--- src/rtl/core/keypad_code_lock_top_defines.svh ---
// assertion helpers for the keypad code lock
`ifndef KEYPAD_CODE_LOCK_TOP_DEFINES_SVH
`define KEYPAD_CODE_LOCK_TOP_DEFINES_SVH

// same-cycle implication, checked out of reset
`define KCL_ASSERT_NOW(label, clk_s, rst_s, ante, cons, msg) \
    label: assert property (@(posedge clk_s) disable iff (!rst_s) (ante) |-> (cons)) \
        else $error(msg);

// next-cycle implication, checked out of reset
`define KCL_ASSERT_NEXT(label, clk_s, rst_s, ante, cons, msg) \
    label: assert property (@(posedge clk_s) disable iff (!rst_s) (ante) |=> (cons)) \
        else $error(msg);

`endif

--- src/rtl/core/kcl_pkg.sv ---
package kcl_pkg;

    localparam int CODE_LENGTH = 6;
    localparam int DIGIT_W     = 4;
    localparam int CNT_W       = $clog2(CODE_LENGTH + 1);
    localparam int IDX_W       = (CODE_LENGTH > 1) ? $clog2(CODE_LENGTH) : 1;

    localparam int KIND_W      = 1;
    localparam int STATUS_W    = 3;
    localparam int ECOUNT_W    = 3;
    localparam int MODE_W      = 2;

    localparam logic [DIGIT_W-1:0] KEY_DIGIT_MAX = 4'd9;
    localparam logic [DIGIT_W-1:0] KEY_CONFIRM   = 4'd13;
    localparam logic [DIGIT_W-1:0] KEY_BACK      = 4'd14;
    localparam logic [DIGIT_W-1:0] KEY_DELETE    = 4'd15;

    localparam logic [KIND_W-1:0]  KIND_KEY      = 1'b0;
    localparam logic [KIND_W-1:0]  KIND_CHANGE   = 1'b1;

    typedef enum logic [STATUS_W-1:0] {
        ST_TAKEN    = 3'd0,
        ST_UNLOCKED = 3'd1,
        ST_WRONG    = 3'd2,
        ST_OLD_OK   = 3'd3,
        ST_CHANGED  = 3'd4,
        ST_ABORTED  = 3'd5,
        ST_IGNORED  = 3'd6
    } status_t;

    // factory code digit for position pos: (pos + 1) mod 10, pos below 19
    function automatic logic [DIGIT_W-1:0] default_digit(input int pos);
        int v;
        v = pos + 1;
        if (v >= 10)
        begin
            v = v - 10;
        end
        return DIGIT_W'(v);
    endfunction

endpackage

--- src/rtl/core/keypad_code_lock_top.sv ---
// channel | direction | handshake            | word
// --------+-----------+----------------------+----------------------------------
// input   | in        | in_valid, in_stall   | kind, key_code
// output  | out       | out_valid, out_stall | status, entered_count, lock_mode
//
// one word per cycle while out_stall is low; each word passes the input register, then the result register
// the lock state updates as a word moves from the input register into the
// result register, so the next word sees it with no bubble
// rst_n clears control state and loads the factory code 1,2,3,4,5,6
// in_stall rises only while both registers are full and out_stall is high

`include "keypad_code_lock_top_defines.svh"

module keypad_code_lock_top
(
    input  logic                              clk,
    input  logic                              rst_n,
    input  logic                              in_valid,
    output logic                              in_stall,
    input  logic [kcl_pkg::KIND_W-1:0]        kind,
    input  logic [kcl_pkg::DIGIT_W-1:0]       key_code,
    output logic                              out_valid,
    input  logic                              out_stall,
    output logic [kcl_pkg::STATUS_W-1:0]      status,
    output logic [kcl_pkg::ECOUNT_W-1:0]      entered_count,
    output logic [kcl_pkg::MODE_W-1:0]        lock_mode
);

    import kcl_pkg::*;

    typedef enum logic [MODE_W-1:0] {
        MODE_IDLE   = 2'd0,
        MODE_UNLOCK = 2'd1,
        MODE_OLD    = 2'd2,
        MODE_NEW    = 2'd3
    } mode_t;

    logic                     in_valid_reg;
    logic                     in_valid_next;
    logic [KIND_W-1:0]        kind_reg;
    logic [DIGIT_W-1:0]       key_reg;

    mode_t                    mode_reg;
    mode_t                    mode_next;
    logic [CNT_W-1:0]         count_reg;
    logic [CNT_W-1:0]         count_next;
    logic [DIGIT_W-1:0]       entry_reg  [CODE_LENGTH];
    logic [DIGIT_W-1:0]       stored_reg [CODE_LENGTH];

    logic                     out_valid_reg;
    logic                     out_valid_next;
    status_t                  status_reg;
    status_t                  status_next;

    logic                     in_accept;
    logic                     advance;
    logic                     is_digit;
    logic                     full;
    logic                     match;
    logic                     wr_en;
    logic [IDX_W-1:0]         wr_idx;
    logic                     copy_en;

    assign advance   = in_valid_reg && (!out_valid_reg || !out_stall);
    assign in_stall  = in_valid_reg && out_valid_reg && out_stall;
    assign in_accept = in_valid && !in_stall;

    assign is_digit  = (key_reg <= KEY_DIGIT_MAX);
    assign full      = (count_reg == CNT_W'(CODE_LENGTH));

    always_comb
    begin
        match = 1'b1;
        for (int i = 0; i < CODE_LENGTH; i++)
        begin
            if (entry_reg[i] != stored_reg[i])
            begin
                match = 1'b0;
            end
        end
    end

    always_comb
    begin
        mode_next   = mode_reg;
        count_next  = count_reg;
        status_next = ST_IGNORED;
        wr_en       = 1'b0;
        wr_idx      = IDX_W'(count_reg);
        copy_en     = 1'b0;

        if (mode_reg == MODE_IDLE)
        begin
            priority if (kind_reg == KIND_CHANGE)
            begin
                mode_next   = MODE_OLD;
                count_next  = '0;
                status_next = ST_TAKEN;
            end
            else if (is_digit)
            begin
                wr_en       = 1'b1;
                wr_idx      = '0;
                count_next  = CNT_W'(1);
                mode_next   = MODE_UNLOCK;
                status_next = ST_TAKEN;
            end
            else
            begin
                status_next = ST_IGNORED;
            end
        end
        else if (kind_reg == KIND_KEY)
        begin
            unique if (is_digit)
            begin
                if (!full)
                begin
                    wr_en       = 1'b1;
                    count_next  = count_reg + CNT_W'(1);
                    status_next = ST_TAKEN;
                end
            end
            else if (key_reg == KEY_DELETE)
            begin
                if (count_reg != '0)
                begin
                    count_next  = count_reg - CNT_W'(1);
                    status_next = ST_TAKEN;
                end
            end
            else if (key_reg == KEY_BACK)
            begin
                mode_next   = MODE_IDLE;
                count_next  = '0;
                status_next = ST_ABORTED;
            end
            else if (key_reg == KEY_CONFIRM)
            begin
                if (full)
                begin
                    count_next = '0;
                    unique case (mode_reg)
                        MODE_UNLOCK:
                        begin
                            mode_next = MODE_IDLE;
                            if (match)
                            begin
                                status_next = ST_UNLOCKED;
                            end
                            else
                            begin
                                status_next = ST_WRONG;
                            end
                        end
                        MODE_OLD:
                        begin
                            if (match)
                            begin
                                status_next = ST_OLD_OK;
                                mode_next   = MODE_NEW;
                            end
                            else
                            begin
                                status_next = ST_WRONG;
                                mode_next   = MODE_OLD;
                            end
                        end
                        MODE_NEW:
                        begin
                            copy_en     = 1'b1;
                            status_next = ST_CHANGED;
                            mode_next   = MODE_IDLE;
                        end
                        default:
                        begin
                            mode_next = MODE_IDLE;
                        end
                    endcase
                end
            end
            else
            begin
                status_next = ST_IGNORED;
            end
        end
    end

    always_comb
    begin
        in_valid_next = in_valid_reg;
        if (in_accept)
        begin
            in_valid_next = 1'b1;
        end
        else if (advance)
        begin
            in_valid_next = 1'b0;
        end

        out_valid_next = out_valid_reg;
        if (advance)
        begin
            out_valid_next = 1'b1;
        end
        else if (!out_stall)
        begin
            out_valid_next = 1'b0;
        end
    end

    always_ff @(posedge clk or negedge rst_n)
    begin
        if (!rst_n)
        begin
            in_valid_reg  <= 1'b0;
            out_valid_reg <= 1'b0;
            mode_reg      <= MODE_IDLE;
            count_reg     <= '0;
            status_reg    <= ST_IGNORED;
            for (int i = 0; i < CODE_LENGTH; i++)
            begin
                stored_reg[i] <= default_digit(i);
            end
        end
        else
        begin
            in_valid_reg  <= in_valid_next;
            out_valid_reg <= out_valid_next;
            if (advance)
            begin
                mode_reg   <= mode_next;
                count_reg  <= count_next;
                status_reg <= status_next;
                if (copy_en)
                begin
                    for (int i = 0; i < CODE_LENGTH; i++)
                    begin
                        stored_reg[i] <= entry_reg[i];
                    end
                end
            end
        end
    end

    // payload, no reset
    always_ff @(posedge clk)
    begin
        if (in_accept)
        begin
            kind_reg <= kind;
            key_reg  <= key_code;
        end
        if (advance && wr_en)
        begin
            entry_reg[wr_idx] <= key_reg;
        end
    end

    assign out_valid     = out_valid_reg;
    assign status        = status_reg;
    assign entered_count = ECOUNT_W'(count_reg);
    assign lock_mode     = mode_reg;

    `KCL_ASSERT_NOW(a_count_in_range, clk, rst_n, 1'b1, count_reg <= CNT_W'(CODE_LENGTH),
                    "digit count beyond code length")
    `KCL_ASSERT_NOW(a_idle_empty, clk, rst_n, mode_reg == MODE_IDLE, count_reg == '0,
                    "idle with digits held")
    `KCL_ASSERT_NEXT(a_result_follows, clk, rst_n, advance, out_valid_reg,
                     "processed word produced no result")
    `KCL_ASSERT_NOW(a_no_stall_when_free, clk, rst_n, !out_valid_reg, !in_stall,
                    "input stalled with result register free")

endmodule
--- config.mk ---
export PLATFORM = sky130hd
export DESIGN_NAME = keypad_code_lock_top
export DESIGN_NICKNAME = d
export VERILOG_FILES = /design/src/rtl/core/kcl_pkg.sv /design/src/rtl/core/keypad_code_lock_top.sv
export VERILOG_INCLUDE_DIRS = /design/src /design/src/rtl/core
export SDC_FILE = /design/constraint.sdc
export NUM_CORES = 1
export LEC_CHECK = 0
export ABC_AREA = 1
export ABC_CLOCK_PERIOD_IN_PS = 3500
export BUFFER_PORTS_ARGS = -buffer_cell sky130_fd_sc_hd__clkbuf_2
export CAP_MARGIN = 20
export CORE_MARGIN = 3
export CORE_UTILIZATION = 60
export DETAILED_ROUTE_END_ITERATION = 8
export PLACE_DENSITY = 0.9
export SLEW_MARGIN = 10
export SYNTH_ARGS = -nofsm -noshare
export SYNTH_HDL_FRONTEND = slang
export SYNTH_SLANG_ARGS = --single-unit
--- constraint.sdc ---
create_clock -name clk -period 3.5 [get_ports clk]
set_input_delay 0.35 -clock clk [delete_from_list [all_inputs] [get_ports clk]]
set_output_delay 0.35 -clock clk [all_outputs]
set_load 0.005 [all_outputs]
# Yosys cells after proc, flatten, opt, wreduce, memory -nomap -nowiden
# Memory sizes are Yosys's and may differ from the RTL's.
# Cells that the tools add are included.
[totals]
regBits = 39
mem_bits_rw = 24
in_bits = 9
out_inout_bits = 10
elab_cells = 121
memories = 1
[classes]
n_addsub = 2
magnitude_cmp = 1
eq_ne = 20
n_mux = 65
n_reduce_logical = 19
[mem_list]
columns = ["name", "depth", "width", "rd", "rd_clocked_by_memory_dff", "write_ports", "line_no", "source"]
rows = [
  ["entry_reg", 6, 4, 6, 0, 1, "keypad_code_lock_top.sv:47", "logic [DIGIT_W-1:0] entry_reg [CODE_LENGTH];"],
]
[op_table]
columns = ["operator", "count"]
rows = [
  ["3-bit 2-to-1 mux", 25],
  ["1-bit 2-to-1 mux", 28],
  ["4-bit != test", 6],
  ["2-bit 2-to-1 mux", 11],
  ["7-bit AND reduction", 2],
  ["4-bit == test, second input constant", 3],
  ["5-bit nonzero test", 2],
  ["3-bit one-hot mux with 3 select lines", 1],
  ["4-bit nonzero test", 2],
  ["2-bit by 1-bit != test with 1-bit output, second input constant", 3],
  ["3-bit != test, second input constant", 2],
  ["1-bit logical AND", 5],
  ["2-bit == test, second input constant", 2],
  ["4-bit less-or-equal comparator, second input constant", 1],
  ["4-bit by 3-bit != test with 1-bit output, second input constant", 1],
  ["3-bit by 1-bit adder with 3-bit output, second input constant", 1],
  ["3-bit == test, second input constant", 1],
  ["1-bit logical NOT", 3],
  ["3-bit by 2-bit != test with 1-bit output, second input constant", 1],
  ["3-bit nonzero test", 1],
  ["3-bit by 1-bit subtractor with 3-bit output, second input constant", 1],
  ["2-bit by 1-bit == test with 1-bit output, second input constant", 1],
  ["2-bit logical NOT", 1],
  ["2-bit AND reduction", 1],
  ["other kinds (2)", 2],
]

# Depth between registers and ports, before layout
# Gate-level depths: netlist (run 1).
# An unclocked memory read counts as a cell.
[logic_depth]
depth_word = 17
ltp_mapped = 13
mapped_depth_nobuf = 13

# Least setup slack after synthesis (run 1)
# No wires, ideal clock.
[synth_path]
kind = "reg2reg"
start = "reg mode_reg[0], in the netlist lock_mode[0]"
end = "mem entry_reg[0][0] (enable)"
setup_ns = 0.304
arrival_time_ns = 1.702
t_required_ns = 3.196
setup_slack_ns = 1.494
stages_incl_launch_ff = 10
path_buffers = 0
synth_period_minus_slack_ns = 2.006
path_cell_list = "dfrtp_1 > inv_1 > ha_1 > inv_2 > nor2_4 > inv_2 > a211oi_2 > o21ai_1 > or2_1 > inv_1"
[synth_via]
elab_chain_len = 5
word_cells_on_any_way = 6
classes_between = "mux: 4; reduce/logical: 2"
[synth_rtl]
columns = ["element", "line_no", "source"]
rows = [
  ["start, declared", "keypad_code_lock_top.sv:43", "mode_t mode_reg;"],
  ["start signal, assigned", "keypad_code_lock_top.sv:232", "mode_reg <= mode_next;"],
  ["2-bit logical NOT *", "keypad_code_lock_top.sv:92", "if (mode_reg == MODE_IDLE)"],
  ["1-bit 2-to-1 mux", "keypad_code_lock_top.sv:92", ""],
  ["1-bit logical AND", "keypad_code_lock_top.sv:254", "if (advance && wr_en)"],
  ["1-bit 2-to-1 mux", "keypad_code_lock_top.sv:254", ""],
  ["1-bit 2-to-1 mux (implied by the code)", "keypad_code_lock_top.sv:256", "entry_reg[wr_idx] <= key_reg;"],
  ["end, declared", "keypad_code_lock_top.sv:47", ""],
]
# Every way passes the cells marked *; elsewhere a longest branch is shown, timed or not.

# Worst setup path in the final report (run 1)
[layout_path]
start = "reg key_reg[3]"
end = "reg stored_reg[0] (netlist bit) (read register of entry_reg)"
[layout_via]
elab_chain_len = 8
word_cells_on_any_way = 11
classes_between = "order compare: 1; eq/ne: 3; mux: 6; reduce/logical: 1"
[layout_rtl]
columns = ["element", "line_no", "source"]
rows = [
  ["start, declared", "keypad_code_lock_top.sv:41", "logic [DIGIT_W-1:0] key_reg;"],
  ["start signal, assigned", "keypad_code_lock_top.sv:252", "key_reg <= key_code;"],
  ["4-bit == test", "keypad_code_lock_top.sv:138", "else if (key_reg == KEY_CONFIRM)"],
  ["1-bit 2-to-1 mux", "keypad_code_lock_top.sv:138", ""],
  ["1-bit 2-to-1 mux", "keypad_code_lock_top.sv:132", "else if (key_reg == KEY_BACK)"],
  ["1-bit 2-to-1 mux", "keypad_code_lock_top.sv:124", "else if (key_reg == KEY_DELETE)"],
  ["1-bit 2-to-1 mux *", "keypad_code_lock_top.sv:115", "unique if (is_digit)"],
  ["1-bit 2-to-1 mux *", "keypad_code_lock_top.sv:113", "else if (kind_reg == KIND_KEY)"],
  ["1-bit 2-to-1 mux *", "keypad_code_lock_top.sv:92", ""],
  ["2-bit AND reduction (no line) *", "n/a", ""],
  ["end, declared", "keypad_code_lock_top.sv:48", "logic [DIGIT_W-1:0] stored_reg [CODE_LENGTH];"],
]
# Marked as above.
# A chain may end at the register's enable or synchronous reset.

==> results.ini, run 1 <==
[status]
outcome = finished, final reports clean

[final_layout]
syn_to_final_growth_pct = 12.61
final_layout_size_suffix_gt1_share_pct = 15.95
multi_input_area_um2 = 1115
ff_latch_area_um2 = 1735
final_nets = 407
fill_cells = 351
n_antenna_cell = 0
stdcell_area_um2 = 3530
final_cells = 462

[route]
ant_nets = 0
first_iter_violations = 161
wl_mm = 6.073
drc = 0
post_drt_wl_per_cell_um = 13.15
vias = 2376
viasPerCell = 5.143
drtPass1Iterations = 5

[timing]
finalClockSkew_ns = 0.005418
max_freq_mhz = 435.5
finalSetupTns_ns = 0
worst_pin_slew_ns = 0.8805
finalHoldViolations = 0
setup_violations = 0
slew_headroom_pct = 41.30
setup_ws_ns = 1.204
rsz0062_at_grt = no
maxSlewViolCount = 0
finalCriticalPeriod_ns = 2.296
period_share_pct = 65.61

[critical_path]
crit_top_cell = nor2_1
timing.critical_path.buf_inv = 1
cp_max_fo = 39
worstPathCellList = nand2_1 > nor2_1 > inv_1 > nand3_1 > nor2_1 > nand2_2 > mux2_1
worst-endpoint-required_ns = 3.72
critPathMaxStageDelay_ns = 0.57
cp_top_family = simple AND/OR/NAND/NOR gates
worst_path_max_delay_cell = edfxtp_1
cp-start-kind = flop
worst-setup-path-type = reg -> reg
worstPathArrival_ns = 2.51
cp-end-kind = flop

[grt]
grtUsageTotal_pct = 22.89
grt_max_degree = 40
grt_pass1_vias = 2415
grt_pass1_wl_mm = 10.81
grt_remaining_overflow = 0
antenna_found_initial = 0

[floorplanning]
std_cell_rows = 25
coreArea_um2 = 4880
ios = 19
fp.dieW_um = 78.28
die_area_um2 = 6127
initial_core_util_pct = 64.23
die_h_um = 78.28

[clock_tree]
cts_tree = yes
h-tree-depth = 3
clockBufferDepth = 2
post_cts_buffers = 0
clkSlewWorstSetupHoldPaths_ns = 0.07
clock-root-buffer = clkbuf_8
hold_buffers = 0
numCtsBuffers = 9
cts.sinks = 63
clock_latency_ns = 0.34
cts_resized = 0

[min_path]
hp-class = in -> async

[place]
hpwl_mm = 4.482
portBuffers = 18
place_ws_ns = 1.241
dp.cells = 446
place_area_um2 = 3291
gp_congestion = 1.018

[job]
maxCapViolCount = 0

[yosys]
netlist_area_um2 = 3134
yosysSeqAreaShare_pct = 55.37
syn_inst = 365
syn_avg_cell_area_um2 = 8.587
syn_nets = 382
synth_cell_types = 32
yosysWarnings = 0
ys_seq_elements = 63

[power_and_ir_drop]
power.ir.vdd_worst_v = 0.0003915
totalPowerFinal_mw = 2.086
power_leakage_nw = 1.617
power_density_nw_per_um2 = 591.0

cells by family (layout without fill, tap and decap cells):
| group | after synthesis | after routing | share of synthesized area (%) |
|---|---|---|---|
| multiplexers | 2 | 2 | 0.7185 |
| flip-flops | 63 | 63 | 55.37 |
| adder cells (fa/ha/maj) | 8 | 8 | 3.194 |
| AND/OR/NAND/NOR | 169 | 169 | 22.00 |
| buffers and inverters | 74 | 104 | 9.062 |
| AO/OA/AOI/OAI | 45 | 45 | 8.543 |
| XOR/XNOR | 4 | 4 | 1.118 |
cell type report:
cell class                      instances  share of cell area, %
Clock buffer                           13                  4.218
Clock inverter                          3                  2.552
Inverter                               69                  7.338
Multi-Input combinational cell        228                  31.58
Sequential cell                        63                  49.17
Tap cell                               67                  2.375
Timing Repair Buffer                   19                  2.765
through the flow:
step           hold slack (ns)  util, %
2_1_floorplan          0.05441        -
3_3_place_gp            0.4647    67.44
3_5_place_dp            0.4749    67.44
4_1_cts                 0.1479    72.33
5_1_grt                 0.1684    72.33
6_report                0.1184    72.33
cells in the final DEF (no fill, tap or decap), drive strengths merged:
| cell type | n |
|---|---|
| nor3 | 1 |
| nand4 | 2 |
| o21ai | 33 |
| bufinv | 3 |
| dfstp | 11 |
| ha | 8 |
| a22oi | 2 |
| mux2 | 2 |
| xor2 | 3 |
| xnor2 | 1 |
| a211oi | 1 |
| dfrtp | 23 |
| o211ai | 1 |
| o2111ai | 1 |
| o21a | 1 |
| edfxtp | 29 |
| or2 | 1 |
| nand2 | 120 |
| clkbuf | 31 |
| buf | 1 |
| o31ai | 1 |
| nand3 | 10 |
| inv | 69 |
| nand3b | 1 |
| nor2 | 34 |
| a21oi | 5 |
routing by layer:
layer	vias to the layer above	wire [um]	track usage [%]
met5	-	0	0
met4	0	114	8.916
met3	16	278	5.734
met2	65	3131	39.30
met1	1104	2550	27.73
li1	1191	-	-
final timing paths:
| path | start | to | slack (ns) | cells after the start |
|---|---|---|---|---|
| worst max-delay path | key_reg[3]$_DFFE_PP_ | stored_reg[0]$_DFFE_PN0P_ | 1.20 | 7 |
| worst min-delay path | rst_n | stored_reg[19]$_DFFE_PN0P_ | 0.12 | 1 |
| worst max register to register | key_reg[3]$_DFFE_PP_ | stored_reg[0]$_DFFE_PN0P_ | 1.20 | 7 |
| worst min register to register | stored_reg[20]$_DFFE_PN1P_ | stored_reg[20]$_DFFE_PN1P_ | 0.48 | 2 |
| max in group asynchronous | rst_n | status[0]$_DFFE_PN0P_ | 2.83 | 1 |
| min in group clk | key_code[3] | key_reg[3]$_DFFE_PP_ | 0.18 | 1 |
worst register-to-register path: stages, from the launching register on:
cell,delay [ns]
edfxtp_1,0.57
nand2_1,0.15
nor2_1,0.26
inv_1,0.11
nand3_1,0.10
nor2_1,0.06
nand2_2,0.52
mux2_1,0.42
power breakdown:
group	leakage [nW]	internal, mW	total, mW	switching (mW)
Combinational	0.813	0.149	0.397	0.248
Sequential	0.687	0.850	0.924	0.0739
Clock	0.118	0.494	0.765	0.272
Total	1.62	1.49	2.09	0.593
synth_stat cells (all sizes together):
| master | count | share of area [%] |
|---|---|---|
| o31ai | 1 | 0.24 |
| nor3 | 1 | 0.16 |
| mux2 | 2 | 0.72 |
| nor2 | 34 | 4.9 |
| inv | 69 | 8.3 |
| edfxtp | 29 | 28 |
| nand2 | 120 | 15 |
| nand3b | 1 | 0.24 |
| dfstp | 11 | 9.2 |
| buf | 5 | 0.80 |
| a21oi | 5 | 0.92 |
| xor2 | 3 | 0.84 |
| nand4 | 2 | 0.40 |
| dfrtp | 23 | 18 |
| o211ai | 1 | 0.24 |
| a211oi | 1 | 0.40 |
| o2111ai | 1 | 0.28 |
| a22oi | 2 | 0.48 |
| o21a | 1 | 0.24 |
| xnor2 | 1 | 0.28 |
| ha | 8 | 3.2 |
| or2 | 1 | 0.20 |
| o21ai | 33 | 5.7 |
| nand3 | 10 | 1.6 |
No activity file was read; power rests on OpenSTA's default activity.
==> run 2: changes to the inputs <==
--- a/config.mk
+++ b/config.mk
@@ -7,7 +7,7 @@
 export NUM_CORES = 1
 export LEC_CHECK = 0
 export ABC_AREA = 1
-export ABC_CLOCK_PERIOD_IN_PS = 3500
+export ABC_CLOCK_PERIOD_IN_PS = 2350
 export BUFFER_PORTS_ARGS = -buffer_cell sky130_fd_sc_hd__clkbuf_2
 export CAP_MARGIN = 20
 export CORE_MARGIN = 3
==> constraint.sdc (replaced) <==
create_clock -name clk -period 2.35 [get_ports clk]
set_input_delay 0.235 -clock clk [delete_from_list [all_inputs] [get_ports clk]]
set_output_delay 0.235 -clock clk [all_outputs]
set_load 0.005 [all_outputs]
==> results.ini, run 2 (same netlist as run 1, synthesis figures left out) <==
[final_layout]
final_nets = 411  ; was 407
final_layout_size_suffix_gt1_share_pct = 17.54  ; was 15.95%
final_cells = 466  ; was 462
layout_common_cells = nand2_1, inv_1, edfxtp_1, nor2_1, o21ai_1  ; unchanged
syn_to_final_growth_pct = 13.21  ; was 12.61%
layout_commonest_cell = nand2_1  ; unchanged
fill_cells = 347  ; was 351
n_antenna_cell = 0  ; unchanged

[power_and_ir_drop]
comb_power_share_pct = 19.8  ; was 19.0%
power_leakage_nw = 1.632  ; was 1.617 nW
p_int_mw = 2.104  ; was 1.493 mW
pwr-share-clk_pct = 35.1  ; was 36.7%
p_sw_share_pct = 30.88  ; was 28.44%
p_seq_share_pct = 45.1  ; was 44.3%
power.ir.vdd_worst_v = 0.0005994  ; was 0.0003915 V
switchingPower_mw = 0.9398  ; was 0.5933 mW
power_density_nw_per_um2 = 857.8  ; was 591.0 nW/um^2
totalPowerFinal_mw = 3.044  ; was 2.086 mW

[place]
place_ws_ns = 0.2984  ; was 1.241 ns
dp.cells = 450  ; was 446
hpwl_mm = 4.321  ; was 4.482 mm
portBuffers = 18  ; unchanged
gp_congestion = 0.9740  ; was 1.018

[clock_tree]
clkSlewWorstSetupHoldPaths_ns = 0.08  ; was 0.07 ns
hold_buffers = 0  ; unchanged
cts_resized = 0  ; unchanged
clock-root-buffer = clkbuf_8  ; unchanged
cts_tree = yes  ; unchanged
h-tree-depth = 3  ; unchanged
clock_latency_ns = 0.35  ; was 0.34 ns
post_cts_buffers = 0  ; unchanged
cts.sinks = 63  ; unchanged
clockBufferDepth = 2  ; unchanged
numCtsBuffers = 9  ; unchanged

[floorplanning]
coreArea_um2 = 4880  ; unchanged
initial_core_util_pct = 64.23  ; unchanged
die_h_um = 78.28  ; unchanged
ios = 19  ; unchanged
std_cell_rows = 25  ; unchanged
die_area_um2 = 6127  ; unchanged
fp.dieW_um = 78.28  ; unchanged

[grt]
grt_pass1_wl_mm = 10.75  ; was 10.81 mm
grt_pass1_vias = 2423  ; was 2415
grt_remaining_overflow = 0  ; unchanged
grt_max_degree = 35  ; was 40
grtUsageTotal_pct = 23.09  ; was 22.89%
antenna_found_initial = 0  ; unchanged

[timing]
max_freq_mhz = 467.8  ; was 435.5 MHz
setup_ws_ns = 0.2125  ; was 1.204 ns
finalClockSkew_ns = 0.006817  ; was 0.005418 ns
period_share_pct = 90.96  ; was 65.61%
finalHoldViolations = 23  ; was 0
rsz0062_at_grt = no  ; unchanged
slew_headroom_pct = 42.56  ; was 41.30%
whs_ns = -0.009599  ; was 0.1184 ns
maxSlewViolCount = 0  ; unchanged
setup_violations = 0  ; unchanged
worst_pin_slew_ns = 0.8616  ; was 0.8805 ns
finalSetupTns_ns = 0  ; unchanged
finalCriticalPeriod_ns = 2.137  ; was 2.296 ns

[route]
drtPass1Iterations = 4  ; was 5
vias = 2368  ; was 2376
wl_mm = 6.072  ; was 6.073 mm
viasPerCell = 5.082  ; was 5.143
first_iter_violations = 123  ; was 161
ant_nets = 0  ; unchanged
post_drt_wl_per_cell_um = 13.03  ; was 13.15 um
drc = 0  ; unchanged

[status]
outcome = finished, violations left  ; was finished, final reports clean
violations = hold timing

[critical_path]
cp-end-kind = flop  ; unchanged
r2r-end = entry_reg[3][0]$_DFFE_PP_  ; was stored_reg[0]$_DFFE_PN0P_
worst-endpoint-required_ns = 2.36  ; was 3.72 ns
worstPathArrival_ns = 2.14  ; was 2.51 ns
r2r_slack_ns = 0.21  ; was 1.20 ns
r2r-start = lock_mode[0]$_DFFE_PN0P_  ; was key_reg[3]$_DFFE_PP_
worst-setup-path-type = reg -> reg  ; unchanged
r2r_cells = 8  ; was 7
cp-start-kind = flop  ; unchanged
cp_max_fo = 6  ; was 39

[min_path]
hp-class = in -> async  ; unchanged

[job]
maxCapViolCount = 0  ; unchanged

## run 2: power groups by stage
| stage | clock network, mW | registers [mW] | logic, mW |
|---|---|---|---|
| 2_1_floorplan | 0 | 1.36 | 0.423 |
| 3_3_place_gp | 0 | 1.39 | 0.577 |
| 3_5_place_dp | 0 | 1.39 | 0.591 |
| 4_1_cts | 1.09 | 1.37 | 0.601 |
| 5_1_grt | 1.14 | 1.39 | 0.686 |
| 6_report | 1.07 | 1.37 | 0.603 |
## run 2: worst max-delay path by stage
stage	start	end	slack [ns]	cells after the start
CTS	lock_mode[0]$_DFFE_PN0P_	entry_reg[3][0]$_DFFE_PP_	0.21	8
floorplan	lock_mode[0]$_DFFE_PN0P_	entry_reg[0][0]$_DFFE_PP_	0.34	9
global route	entered_count[0]$_DFFE_PN0P_	entry_reg[3][0]$_DFFE_PP_	0.07	7
detailed placement	lock_mode[0]$_DFFE_PN0P_	entry_reg[3][2]$_DFFE_PP_	0.30	8
global placement	entered_count[0]$_DFFE_PN0P_	entry_reg[4][0]$_DFFE_PP_	0.35	7
finish	lock_mode[0]$_DFFE_PN0P_	entry_reg[3][0]$_DFFE_PP_	0.21	8
## run 2: worst max-delay path: stages, from the launching register on
cell,delay [ns]
dfrtp_1,0.43
inv_1,0.12
ha_1,0.21
inv_2,0.08
nor2_4,0.12
inv_2,0.06
a211oi_2,0.23
nand3_1,0.17
nor2_1,0.36
## run 2: area by class of cell
cell class	instances	area (um^2)	share of cell area, %
clock inverter	7	103.9	2.927
multi-input combinational	228	1115	31.42
tap	67	83.83	2.362
inverter	69	259.0	7.299
sequential	63	1735	48.91
timing repair buffer	23	127.6	3.597
clock buffer	9	123.9	3.491
## run 2: per-layer routing
layer	wire, um	track usage (%)	vias up
li1	-	-	1194
met1	2514	26.80	1080
met2	3077	38.53	81
met3	359	8.028	13
met4	121	10.49	0
met5	0	0	-
## run 2: stage by stage
stage / util [%] / cell area (um^2)
floorplan: - / 3134
global placement: 68.05 / 3321
detailed placement: 68.05 / 3321
CTS: 72.72 / 3548
global route: 72.72 / 3548
finish: 72.72 / 3548
==> run 3: changes to the inputs <==
--- a/config.mk
+++ b/config.mk
@@ -8,12 +8,12 @@
 export LEC_CHECK = 0
 export ABC_AREA = 1
 export ABC_CLOCK_PERIOD_IN_PS = 2350
-export BUFFER_PORTS_ARGS = -buffer_cell sky130_fd_sc_hd__clkbuf_2
 export CAP_MARGIN = 20
 export CORE_MARGIN = 3
 export CORE_UTILIZATION = 60
 export DETAILED_ROUTE_END_ITERATION = 8
-export PLACE_DENSITY = 0.9
+export DONT_BUFFER_PORTS = 1
+export PLACE_DENSITY = 0.87
 export SLEW_MARGIN = 10
 export SYNTH_ARGS = -nofsm -noshare
 export SYNTH_HDL_FRONTEND = slang
==> results.ini, run 3 (same netlist as run 1, synthesis figures left out) <==
[floorplanning]
coreArea_um2 = 4880  ; unchanged
initial_core_util_pct = 64.23  ; unchanged
die_h_um = 78.28  ; unchanged
std_cell_rows = 25  ; unchanged
ios = 19  ; unchanged
die_area_um2 = 6127  ; unchanged
fp.dieW_um = 78.28  ; unchanged

[power_and_ir_drop]
power_leakage_nw = 1.553  ; was 1.632 nW
power_density_nw_per_um2 = 787.3  ; was 857.8 nW/um^2
totalPowerFinal_mw = 2.730  ; was 3.044 mW
p_sw_share_pct = 32.51  ; was 30.88%
p_seq_share_pct = 51.3  ; was 45.1%
switchingPower_mw = 0.8875  ; was 0.9398 mW
comb_power_share_pct = 20.0  ; was 19.8%
power.ir.vdd_worst_v = 0.0006328  ; was 0.0005994 V
p_int_mw = 1.842  ; was 2.104 mW
pwr-share-clk_pct = 28.7  ; was 35.1%

[timing]
setup_ws_ns = 0.2800  ; was 0.2125 ns
maxSlewViolCount = 0  ; unchanged
setup_violations = 0  ; unchanged
max_freq_mhz = 483.1  ; was 467.8 MHz
finalClockSkew_ns = 0.01118  ; was 0.006817 ns
period_share_pct = 88.09  ; was 90.96%
slew_headroom_pct = 76.04  ; was 42.56%
finalSetupTns_ns = 0  ; unchanged
worst_pin_slew_ns = 0.3594  ; was 0.8616 ns
finalCriticalPeriod_ns = 2.070  ; was 2.137 ns
finalHoldViolations = 0  ; was 23
rsz0062_at_grt = no  ; unchanged

[final_layout]
final_nets = 400  ; was 411
multi_input_area_um2 = 1115  ; unchanged
n_antenna_cell = 0  ; unchanged
ff_latch_area_um2 = 1735  ; unchanged
fill_cells = 364  ; was 347
syn_to_final_growth_pct = 10.62  ; was 13.21%
layout_common_cells = nand2_1, inv_1, edfxtp_1, nor2_1, o21ai_1  ; unchanged
layout_commonest_cell = nand2_1  ; unchanged
stdcell_area_um2 = 3467  ; was 3548 um^2
final_cells = 454  ; was 466
final_layout_size_suffix_gt1_share_pct = 12.66  ; was 17.54%

[route]
drc = 0  ; unchanged
vias = 2337  ; was 2368
first_iter_violations = 151  ; was 123
wl_mm = 6.231  ; was 6.072 mm
viasPerCell = 5.148  ; was 5.082
ant_nets = 0  ; unchanged
post_drt_wl_per_cell_um = 13.72  ; was 13.03 um
drtPass1Iterations = 4  ; unchanged

[critical_path]
critPathMaxStageDelay_ns = 0.45  ; was 0.43 ns
worst_path_max_delay_cell = dfrtp_1  ; unchanged
timing.critical_path.buf_inv = 4  ; was 3
cp_max_fo = 5  ; was 6
cp-end-kind = flop  ; unchanged
worstPathArrival_ns = 2.11  ; was 2.14 ns
worst-setup-path-type = reg -> reg  ; unchanged
worst-endpoint-required_ns = 2.39  ; was 2.36 ns
cp-start-kind = flop  ; unchanged
cp_top_family = flip-flops  ; was simple AND/OR/NAND/NOR gates
worstPathCellList = inv_1 > ha_1 > inv_2 > nor2_4 > inv_2 > a211oi_2 > o21ai_1 > or2_1 > inv_1  ; was inv_1 > ha_1 > inv_2 > nor2_4 > inv_2 > a211oi_2 > nand3_1 > nor2_1

[clock_tree]
cts_tree = yes  ; unchanged
numCtsBuffers = 9  ; unchanged
h-tree-depth = 3  ; unchanged
cts_resized = 0  ; unchanged
clockBufferDepth = 2  ; unchanged
clock-root-buffer = clkbuf_8  ; unchanged
cts.sinks = 63  ; unchanged
clock_latency_ns = 0.34  ; was 0.35 ns
clkSlewWorstSetupHoldPaths_ns = 0.07  ; was 0.08 ns

[place]
dp.cells = 432  ; was 450
hpwl_mm = 4.378  ; was 4.321 mm
place_ws_ns = 0.3126  ; was 0.2984 ns
place_area_um2 = 3231  ; was 3321 um^2
portBuffers = 0  ; was 18
gp_congestion = 0.9427  ; was 0.9740

[grt]
grt_pass1_wl_mm = 11.05  ; was 10.75 mm
grtUsageTotal_pct = 24.07  ; was 23.09%
grt_remaining_overflow = 0  ; unchanged
antenna_found_initial = 0  ; unchanged
grt_pass1_vias = 2460  ; was 2423
grt_max_degree = 35  ; unchanged

[min_path]
hp-class = in -> reg  ; was in -> async

[status]
outcome = finished, final reports clean  ; was finished, violations left

[job]
maxCapViolCount = 0  ; unchanged

[run 3: cell count changes in the layout (fill, tap and decap cells not counted), sizes merged]
cell and change:
buf +1, clkinv -1, bufinv -2, clkbuf -15
dlygate4sd3 +6, inv -2, clkinvlp +1
[run 3: layout make-up]
cell class	count	share of cell area (%)
timing repair buffer	12	3.392
sequential	63	50.05
clock inverter	3	0.6135
clock buffer	12	3.898
inverter	69	7.470
multi-input combinational	228	32.15
tap	67	2.418
[run 3: through the flow]
stage | util (%) | hold slack, ns
floorplan | - | -0.06059
global placement | 66.21 | -0.05885
detailed placement | 66.21 | -0.05933
CTS | 71.05 | 0.01974
global route | 71.05 | 0.05603
finish | 71.05 | 0.07024
[run 3: timing repair]
action                                 in CTS  in global routing
setup endpoints to repair                   0                  0
buffers inserted                            0                  0
hold buffers                                7                  0
endpoints found under the hold margin      39                  0
[run 3: final timing paths]
| kind | start | endpoint | slack (ns) | cells past startpoint |
|---|---|---|---|---|
| worst max-delay path | lock_mode[1]$_DFFE_PN0P_ | entry_reg[0][1]$_DFFE_PP_ | 0.28 | 9 |
| min in group asynchronous | rst_n | stored_reg[5]$_DFFE_PN0P_ | 0.35 | 2 |
| worst max register to register | lock_mode[1]$_DFFE_PN0P_ | entry_reg[0][1]$_DFFE_PP_ | 0.28 | 9 |
| max in group asynchronous | rst_n | stored_reg[2]$_DFFE_PN1P_ | 1.73 | 2 |
| worst min-delay path | out_stall | out_valid$_DFFE_PN0P_ | 0.07 | 2 |
| worst min register to register | stored_reg[6]$_DFFE_PN1P_ | stored_reg[6]$_DFFE_PN1P_ | 0.48 | 2 |
[run 3: per-layer routing]
layer	part of all wire (%)	up-vias	track usage [%]	wire [um]
met5	0	-	0	0
met1	41	1083	27.54	2568
met2	51	65	41.95	3150
li1	-	1173	-	-
met4	2.4	0	12.76	150
met3	5.8	16	5.390	363
[run 3: power groups by stage]
stage	Combinational, mW	Sequential, mW	Clock [mW]
3_3_place_gp	0.501	1.41	0
5_1_grt	0.622	1.42	0.856
4_1_cts	0.541	1.40	0.791
3_5_place_dp	0.514	1.42	0
6_report	0.546	1.40	0.783
2_1_floorplan	0.423	1.36	0
